**src/rtl/core/jsonu_pkg.sv**
```systemverilog
// shared types, constants and utf-8 encoding functions for the json unescape block
// no dependencies
package jsonu_pkg;

    localparam int QUEUE_DEPTH = 4;

    localparam logic [7:0] CHAR_BACKSLASH = 8'h5c;
    localparam logic [7:0] CHAR_QUOTE     = 8'h22;
    localparam logic [7:0] CHAR_U         = 8'h75;
    localparam logic [7:0] CHAR_DIGIT_LO  = 8'h30;
    localparam logic [7:0] CHAR_DIGIT_HI  = 8'h39;
    localparam logic [7:0] CHAR_UPPER_LO  = 8'h41;
    localparam logic [7:0] CHAR_UPPER_HI  = 8'h46;
    localparam logic [7:0] CHAR_LOWER_LO  = 8'h61;
    localparam logic [7:0] CHAR_LOWER_HI  = 8'h66;
    localparam logic [3:0] LETTER_OFFSET  = 4'd9;

    localparam logic [15:0] UNIT_TWO_BYTE   = 16'h0080;
    localparam logic [15:0] UNIT_THREE_BYTE = 16'h0800;
    localparam logic [7:0]  LEAD_TWO        = 8'hc0;
    localparam logic [7:0]  LEAD_THREE      = 8'he0;
    localparam logic [7:0]  CONT_MARK       = 8'h80;

    typedef enum logic [1:0] {
        MODE_PLAIN   = 2'd0,
        MODE_ESCAPE  = 2'd1,
        MODE_UNICODE = 2'd2
    } mode_t;

    typedef enum logic [1:0] {
        JOB_BYTE = 2'd0,
        JOB_UNIT = 2'd1,
        JOB_BAD  = 2'd2
    } job_kind_t;

    typedef struct packed {
        job_kind_t   kind;
        logic [15:0] value;
    } job_t;

    typedef logic [1:0] byte_idx_t;

    // bit 4 flags a valid hex digit, bits 3:0 carry its value
    function automatic logic [4:0] hex_digit(input logic [7:0] c);
        logic [4:0] r;
        r = 5'd0;
        if (c >= CHAR_DIGIT_LO && c <= CHAR_DIGIT_HI)
        begin
            r = {1'b1, c[3:0]};
        end
        else if ((c >= CHAR_UPPER_LO && c <= CHAR_UPPER_HI) ||
                 (c >= CHAR_LOWER_LO && c <= CHAR_LOWER_HI))
        begin
            r = {1'b1, c[3:0] + LETTER_OFFSET};
        end
        return r;
    endfunction

    function automatic byte_idx_t job_len(input job_t j);
        byte_idx_t n;
        n = 2'd1;
        if (j.kind == JOB_UNIT)
        begin
            if (j.value < UNIT_TWO_BYTE)
                n = 2'd1;
            else if (j.value < UNIT_THREE_BYTE)
                n = 2'd2;
            else
                n = 2'd3;
        end
        return n;
    endfunction

    function automatic logic [7:0] job_byte(input job_t j, input byte_idx_t idx);
        logic [7:0] b;
        b = 8'h00;
        case (j.kind)
            JOB_BYTE: b = j.value[7:0];
            JOB_UNIT:
            begin
                if (j.value < UNIT_TWO_BYTE)
                    b = j.value[7:0];
                else if (j.value < UNIT_THREE_BYTE)
                    b = (idx == 2'd0) ? (LEAD_TWO | {3'b000, j.value[10:6]})
                                      : (CONT_MARK | {2'b00, j.value[5:0]});
                else if (idx == 2'd0)
                    b = LEAD_THREE | {4'b0000, j.value[15:12]};
                else if (idx == 2'd1)
                    b = CONT_MARK | {2'b00, j.value[11:6]};
                else
                    b = CONT_MARK | {2'b00, j.value[5:0]};
            end
            default: b = 8'h00;
        endcase
        return b;
    endfunction

endpackage

```
**src/rtl/core/jsonu_front.sv**
```systemverilog
// front end: escape parser that turns characters into output jobs
// depends on jsonu_pkg
module jsonu_front (
    input  logic            clk,
    input  logic            rst_n,
    input  logic            push,
    input  logic [7:0]      char_in,
    input  logic            q_full,
    output logic            job_wr,
    output jsonu_pkg::job_t job
);
    import jsonu_pkg::*;

    mode_t       mode_reg, mode_next;
    logic [1:0]  digit_count_reg, digit_count_next;
    logic [11:0] code_accum_reg, code_accum_next;
    logic        accept;
    logic [4:0]  hex;

    assign accept = push && !q_full;
    assign hex    = hex_digit(char_in);

    always_ff @(posedge clk or negedge rst_n)
    begin
        if (!rst_n)
        begin
            mode_reg        <= MODE_PLAIN;
            digit_count_reg <= 2'd0;
            code_accum_reg  <= 12'd0;
        end
        else if (accept)
        begin
            mode_reg        <= mode_next;
            digit_count_reg <= digit_count_next;
            code_accum_reg  <= code_accum_next;
        end
    end

    always_comb
    begin
        mode_next        = MODE_PLAIN;
        digit_count_next = 2'd0;
        code_accum_next  = 12'd0;
        job_wr           = 1'b0;
        job.kind         = JOB_BYTE;
        job.value        = {8'h00, char_in};
        unique case (mode_reg)
            MODE_ESCAPE:
            begin
                if (char_in == CHAR_U)
                    mode_next = MODE_UNICODE;
                else if (char_in == CHAR_BACKSLASH || char_in == CHAR_QUOTE)
                    job_wr = accept;
            end
            MODE_UNICODE:
            begin
                if (!hex[4])
                begin
                    job_wr    = accept;
                    job.kind  = JOB_BAD;
                    job.value = 16'h0000;
                end
                else if (digit_count_reg != 2'd3)
                begin
                    mode_next        = MODE_UNICODE;
                    digit_count_next = digit_count_reg + 2'd1;
                    code_accum_next  = {code_accum_reg[7:0], hex[3:0]};
                end
                else
                begin
                    job_wr    = accept;
                    job.kind  = JOB_UNIT;
                    job.value = {code_accum_reg, hex[3:0]};
                end
            end
            default:
            begin
                if (char_in == CHAR_BACKSLASH)
                    mode_next = MODE_ESCAPE;
                else
                    job_wr = accept;
            end
        endcase
    end

    assert property (@(posedge clk) disable iff (!rst_n)
        (digit_count_reg != 2'd0) |-> (mode_reg == MODE_UNICODE))
        else $error("digit count set outside unicode escape");

endmodule

```
**src/rtl/core/jsonu_queue.sv**
```systemverilog
// short job queue between the parser and the utf-8 emitter
// depends on jsonu_pkg
module jsonu_queue #(
    parameter int DEPTH = jsonu_pkg::QUEUE_DEPTH
) (
    input  logic            clk,
    input  logic            rst_n,
    input  logic            wr_en,
    input  jsonu_pkg::job_t wr_job,
    output logic            full,
    input  logic            rd_en,
    output logic            rd_valid,
    output jsonu_pkg::job_t rd_job
);
    import jsonu_pkg::*;

    localparam int PTR_W = (DEPTH > 1) ? $clog2(DEPTH) : 1;
    localparam int CNT_W = $clog2(DEPTH + 1);
    localparam logic [PTR_W-1:0] PTR_LAST = PTR_W'(DEPTH - 1);
    localparam logic [CNT_W-1:0] CNT_FULL = CNT_W'(DEPTH);

    job_t             mem [DEPTH];
    logic [PTR_W-1:0] wr_ptr_reg, wr_ptr_next;
    logic [PTR_W-1:0] rd_ptr_reg, rd_ptr_next;
    logic [CNT_W-1:0] count_reg, count_next;

    assign full     = (count_reg == CNT_FULL);
    assign rd_valid = (count_reg != '0);
    assign rd_job   = mem[rd_ptr_reg];

    always_ff @(posedge clk)
    begin
        if (wr_en)
            mem[wr_ptr_reg] <= wr_job;
    end

    always_comb
    begin
        wr_ptr_next = wr_ptr_reg;
        rd_ptr_next = rd_ptr_reg;
        count_next  = count_reg;
        if (wr_en)
            wr_ptr_next = (wr_ptr_reg == PTR_LAST) ? '0 : wr_ptr_reg + 1'b1;
        if (rd_en)
            rd_ptr_next = (rd_ptr_reg == PTR_LAST) ? '0 : rd_ptr_reg + 1'b1;
        if (wr_en && !rd_en)
            count_next = count_reg + 1'b1;
        else if (rd_en && !wr_en)
            count_next = count_reg - 1'b1;
    end

    always_ff @(posedge clk or negedge rst_n)
    begin
        if (!rst_n)
        begin
            wr_ptr_reg <= '0;
            rd_ptr_reg <= '0;
            count_reg  <= '0;
        end
        else
        begin
            wr_ptr_reg <= wr_ptr_next;
            rd_ptr_reg <= rd_ptr_next;
            count_reg  <= count_next;
        end
    end

    assert property (@(posedge clk) disable iff (!rst_n) wr_en |-> !full)
        else $error("job written into a full queue");

    assert property (@(posedge clk) disable iff (!rst_n) rd_en |-> rd_valid)
        else $error("job taken from an empty queue");

endmodule

```
**src/rtl/core/jsonu_back.sv**
```systemverilog
// back end: expands queued jobs into utf-8 bytes behind an output register
// depends on jsonu_pkg
module jsonu_back (
    input  logic            clk,
    input  logic            rst_n,
    input  logic            job_valid,
    input  jsonu_pkg::job_t job,
    output logic            job_take,
    input  logic            pop,
    output logic            empty,
    output logic [7:0]      out_byte,
    output logic            last_in_run,
    output logic            bad_escape
);
    import jsonu_pkg::*;

    byte_idx_t  idx_reg, idx_next;
    logic       out_valid_reg, out_valid_next;
    logic [7:0] out_byte_reg;
    logic       out_last_reg;
    logic       out_bad_reg;
    logic       out_free;
    logic       load;
    logic       is_last;

    assign out_free = !out_valid_reg || pop;
    assign load     = job_valid && out_free;
    assign is_last  = (idx_reg == job_len(job) - 2'd1);
    assign job_take = load && is_last;

    always_comb
    begin
        idx_next       = idx_reg;
        out_valid_next = out_valid_reg;
        if (out_free)
            out_valid_next = job_valid;
        if (load)
            idx_next = is_last ? 2'd0 : idx_reg + 2'd1;
    end

    always_ff @(posedge clk or negedge rst_n)
    begin
        if (!rst_n)
        begin
            idx_reg       <= 2'd0;
            out_valid_reg <= 1'b0;
        end
        else
        begin
            idx_reg       <= idx_next;
            out_valid_reg <= out_valid_next;
        end
    end

    always_ff @(posedge clk)
    begin
        if (load)
        begin
            out_byte_reg <= job_byte(job, idx_reg);
            out_last_reg <= is_last;
            out_bad_reg  <= (job.kind == JOB_BAD);
        end
    end

    assign empty       = !out_valid_reg;
    assign out_byte    = out_byte_reg;
    assign last_in_run = out_last_reg;
    assign bad_escape  = out_bad_reg;

    assert property (@(posedge clk) disable iff (!rst_n)
        (out_valid_reg && out_bad_reg) |-> (out_last_reg && out_byte_reg == 8'h00))
        else $error("error transaction not a single zero byte");

    assert property (@(posedge clk) disable iff (!rst_n) idx_reg != 2'd3)
        else $error("byte index out of range");

endmodule

```
**src/rtl/core/json_unescape_utf8_top.sv**
```systemverilog
// json string unescape to utf-8: parser front end, job queue, utf-8 back end
// depends on jsonu_pkg, jsonu_front, jsonu_queue, jsonu_back
// an accepted character passes the job queue and then the back end output register
// throughput: one character per cycle in unless full, one result byte per cycle out while popped
// a unicode escape yields up to three bytes; the job queue absorbs the burst
// reset: asynchronous, parser returns to plain text, queue and output empty
module json_unescape_utf8_top #(
    parameter int DEPTH = jsonu_pkg::QUEUE_DEPTH
) (
    input  logic       clk,
    input  logic       rst_n,
    input  logic       push,
    output logic       full,
    input  logic [7:0] char_in,
    output logic       empty,
    input  logic       pop,
    output logic [7:0] out_byte,
    output logic       last_in_run,
    output logic       bad_escape
);
    import jsonu_pkg::*;

    logic q_full;
    logic job_wr;
    job_t wr_job;
    logic job_valid;
    job_t rd_job;
    logic job_take;

    assign full = q_full;

    jsonu_front u_front (
        .clk     (clk),
        .rst_n   (rst_n),
        .push    (push),
        .char_in (char_in),
        .q_full  (q_full),
        .job_wr  (job_wr),
        .job     (wr_job)
    );

    jsonu_queue #(
        .DEPTH (DEPTH)
    ) u_queue (
        .clk      (clk),
        .rst_n    (rst_n),
        .wr_en    (job_wr),
        .wr_job   (wr_job),
        .full     (q_full),
        .rd_en    (job_take),
        .rd_valid (job_valid),
        .rd_job   (rd_job)
    );

    jsonu_back u_back (
        .clk         (clk),
        .rst_n       (rst_n),
        .job_valid   (job_valid),
        .job         (rd_job),
        .job_take    (job_take),
        .pop         (pop),
        .empty       (empty),
        .out_byte    (out_byte),
        .last_in_run (last_in_run),
        .bad_escape  (bad_escape)
    );

endmodule

```
**config.mk**
```make
export PLATFORM = sky130hd
export DESIGN_NAME = json_unescape_utf8_top
export DESIGN_NICKNAME = d
export VERILOG_FILES = /design/src/rtl/core/jsonu_pkg.sv /design/src/rtl/core/jsonu_front.sv /design/src/rtl/core/jsonu_queue.sv /design/src/rtl/core/jsonu_back.sv /design/src/rtl/core/json_unescape_utf8_top.sv
export SDC_FILE = /design/constraint.sdc
export NUM_CORES = 1
export LEC_CHECK = 0
export ABC_AREA = 1
export BUFFER_PORTS_ARGS = -buffer_cell sky130_fd_sc_hd__buf_2
export CELL_PAD_IN_SITES_DETAIL_PLACEMENT = 0
export CELL_PAD_IN_SITES_GLOBAL_PLACEMENT = 1
export CORE_MARGIN = 1
export CORE_UTILIZATION = 52
export DETAILED_ROUTE_END_ITERATION = 16
export GPL_TIMING_DRIVEN = 1
export PLACE_DENSITY = 0.84
export SLEW_MARGIN = 10
export SYNTH_ARGS = -nofsm -noshare
export SYNTH_HDL_FRONTEND = slang
export SYNTH_SLANG_ARGS = --single-unit
```
**constraint.sdc**
```tcl
create_clock -name clk -period 4.5 [get_ports clk]
set_input_delay 0.45 -clock clk [delete_from_list [all_inputs] [get_ports clk]]
set_output_delay 0.45 -clock clk [all_outputs]
set_load 0.02 [all_outputs]
```
==> key figures <==
STA
  • Worst-Margin Slew: between 600 and 700 ps
  • Tcrit/Tclk final: between 70% and 80%
  • Fin. Hold Viols: 0
  • Max Freq: between 0.3 and 0.4 GHz
  • Pins over their slew limit: 0
  • RSZ-0062 raised after global routing: no
  • Max_slew headroom: 59.5%
  • Clock Skew: around 13 ps
  • Setup WS post-layout: 1220 ps
  • Min cycle time layout: between 3000 and 4000 ps
  • Final setup violation count: 0
  • TNS Setup: 0 ps

CTS
  • Cts hold-fix bufs: 0
  • Clk root buf: clkbuf_8
  • Total CTS buffers: 9
  • Clock Pin Slew Worst Setup and Hold Paths: around 100 ps
  • H-tree lvl count: 3
  • CTS tree: done
  • Clock latency on the worst-skew pair: about 370 ps
  • Post-CTS setup repair buffer count: 0
  • # clock sinks: between 100 and 150
  • Clk buf depth: 2
  • CTS resizes: 0

Drt
  • # DRC: 0
  • Final Routed Wirelength: about 11000 um
  • Vias per cell: ~5.2
  • Post-route ant nets: 0
  • Initial DRC Count: around 280
  • 1st-pass router iterations: 5
  • Via count: 3736
  • Mean routed wirelength per cell: around 15 um

Layout
  • Nets@finish: 606
  • Max reg flops: slightly above 70
  • Fin area: ~5700 um2
  • Area growth syn-to-layout: 9.08%
  • Antenna Cells: 0
  • Layout cells sized above 1: about 10%
  • Final Non-Filler Cells: 715
  • Fin util: 58.4%

Critical path
  • Critical path launch point type: flip-flop
  • CP Data Arrival Time: 3540 ps
  • Critical path class: reg2reg
  • CP max FO: 18
  • Critical Path End Type: flip-flop
  • Required @ worst endpoint: 4760 ps

Synthesis
  • Post-synthesis sequential area ratio: around three fifths
  • Most frequent cells after synthesis: nand2_1, edfxtp_1, inv_1
  • Top-area cell type share of the netlist area: between 40% and 50%
  • Share of async-settable or async-resettable flops after synthesis: 24.1%
  • Synth Flop Type: edfxtp_1
  • Number of distinct library cells after synthesis: 30
  • Most frequent cell after synthesis: nand2_1
  • Syn Nets: 580
  • Synth top area cells: edfxtp_1, nand2_1, dfrtp_1, nand3_1, inv_1
  • Synth Cell Area: about 5200 um2
  • Ys Warns: 0
  • Number of synthesized flops with an enable pin: between 80 and 90
  • Gate Count Post-Synth: between 500 and 600
  • Cell taking the most area after synthesis: edfxtp_1
  • Avg Inst Size Synth: 9.50 um2
  • Synth Register Bits: roughly 110

Floorplan
  • Core area: 9770 um2
  • Horiz. Die Dim: 102 um
  • Boundary Pins: 24
  • Die area: 10500 um2
  • Site Rows: 36
  • Die Y-Extent: 102 um
  • Initial Util: about 54%

Placement
  • IO Port Bufs: 23
  • Placer congestion estimate: slightly below 0.9
  • Place WS: ~1200 ps
  • Placed cell areas: around 5500 um2
  • Detailed Place HPWL: 7530 um
  • Placed Cells: around 700

GRT
  • Total gr overflow: 0
  • Initial antenna violation count: 0
  • Vias in the first global route: about 3400
  • Largest net degree at the start of global routing: 37
  • First-pass GRT wire length: around 17000 um
  • GRT Resource Usage Total: 21.9%

Power and ir drop
  • PwrDens: approximately 600 nW/um2
  • Leakage: 2.45 nW
  • VDD IR max: about 0.0003 V

Job
  • Max-Cap Viols: 0

Worst hold path
  • Min-delay worst type: in2async

Run status
  • Status: finished clean
## power by group
part / internal, mW / leakage, nW / switching [mW]
Sequential: 1.33 / 1.13 / 0.0929
Clock: 0.278 / 0.112 / 0.345
Combinational: 0.450 / 1.21 / 0.998
## metrics by stage
stage	total power [mW]	hold WS, ps
after floorplan	2.52	154
after global placement	2.89	476
after detailed placement	2.90	491
after CTS	3.51	84.5
after global routing	3.77	105
final	3.49	70.4
## cells in the final DEF, fill, tap and decap left out, types with 2 or more instances in the layout
cell type	netlist	layout
nand2_1	176	176
edfxtp_1	82	82
inv_1	57	57
nand3_1	50	50
nor2_1	37	37
o22ai_1	28	28
dfrtp_1	26	26
buf_2	9	23
ha_1	16	16
o21ai_0	15	15
a21oi_1	10	10
clkbuf_8	0	9
nand4_1	8	8
buf_4	1	7
o21ai_1	6	6
inv_2	5	5
xor2_1	4	4
nor2_2	3	3
nor3_1	3	3
clkinv_4	0	3
clkbuf_16	0	2
## metal layers
layer	wire length, um	global-route usage [%]	vias to the layer above
li1	-	-	1898
met1	4770	29.0	1748
met2	5350	36.9	77
met3	332	3.63	13
met4	136	7.25	0
met5	0	0	-
## critical path, stage by stage (launching register included)
cell and delay [ps]:
dfrtp_1 560, inv_2 360, nand3_1 120, nand2_1 110, nand2_1 90, nor2_2 400
nand2_1 200, nand2_1 130, nand2_1 70, nand4_1 140, ha_1 160, inv_1 60
fa_1 380, a21oi_1 140, o21ai_0 100, xor2_1 150
## layout make-up
cell class | count | area, um2
Timing Repair Buffer | 30 | 168
Clock buffer | 11 | 174
Sequential cell | 108 | 3110
Inverter | 62 | 233
Multi-Input combinational cell | 366 | 1810
Fill cell | 858 | 4070
Tap cell | 133 | 166
Clock inverter | 5 | 46.3
## worst paths after layout
kind                                       startpoint                         end  slack (ps)  depth (start not counted)
max                             u_queue.rd_ptr_reg[1]        u_queue.count_reg[2]        1220                         15
min                                             rst_n        u_back.out_valid_reg          70                          1
max reg2reg                     u_queue.rd_ptr_reg[1]        u_queue.count_reg[2]        1220                         15
min reg2reg                u_front.digit_count_reg[0]  u_front.digit_count_reg[0]         510                          1
max in group asynchronous                       rst_n   u_front.code_accum_reg[2]        4020                          1
min in group clk                                  pop        u_back.out_valid_reg         360                          4
## logic make-up (layout without fill, tap and decap cells)
| family | count (synthesis) | count (layout) | synth area share [%] |
|---|---|---|---|
| and+or+nand+nor | 280 | 280 | 22.3 |
| DFF | 108 | 108 | 59.5 |
| buffers and inverters | 77 | 108 | 5.95 |
| AOI/OAI and AO/OA | 63 | 63 | 7.00 |
| adders and majority gates | 17 | 17 | 4.21 |
| xor gates and xnor gates | 5 | 5 | 0.837 |
| muxes | 1 | 1 | 0.215 |
No activity file was read; power rests on OpenSTA's default activity.
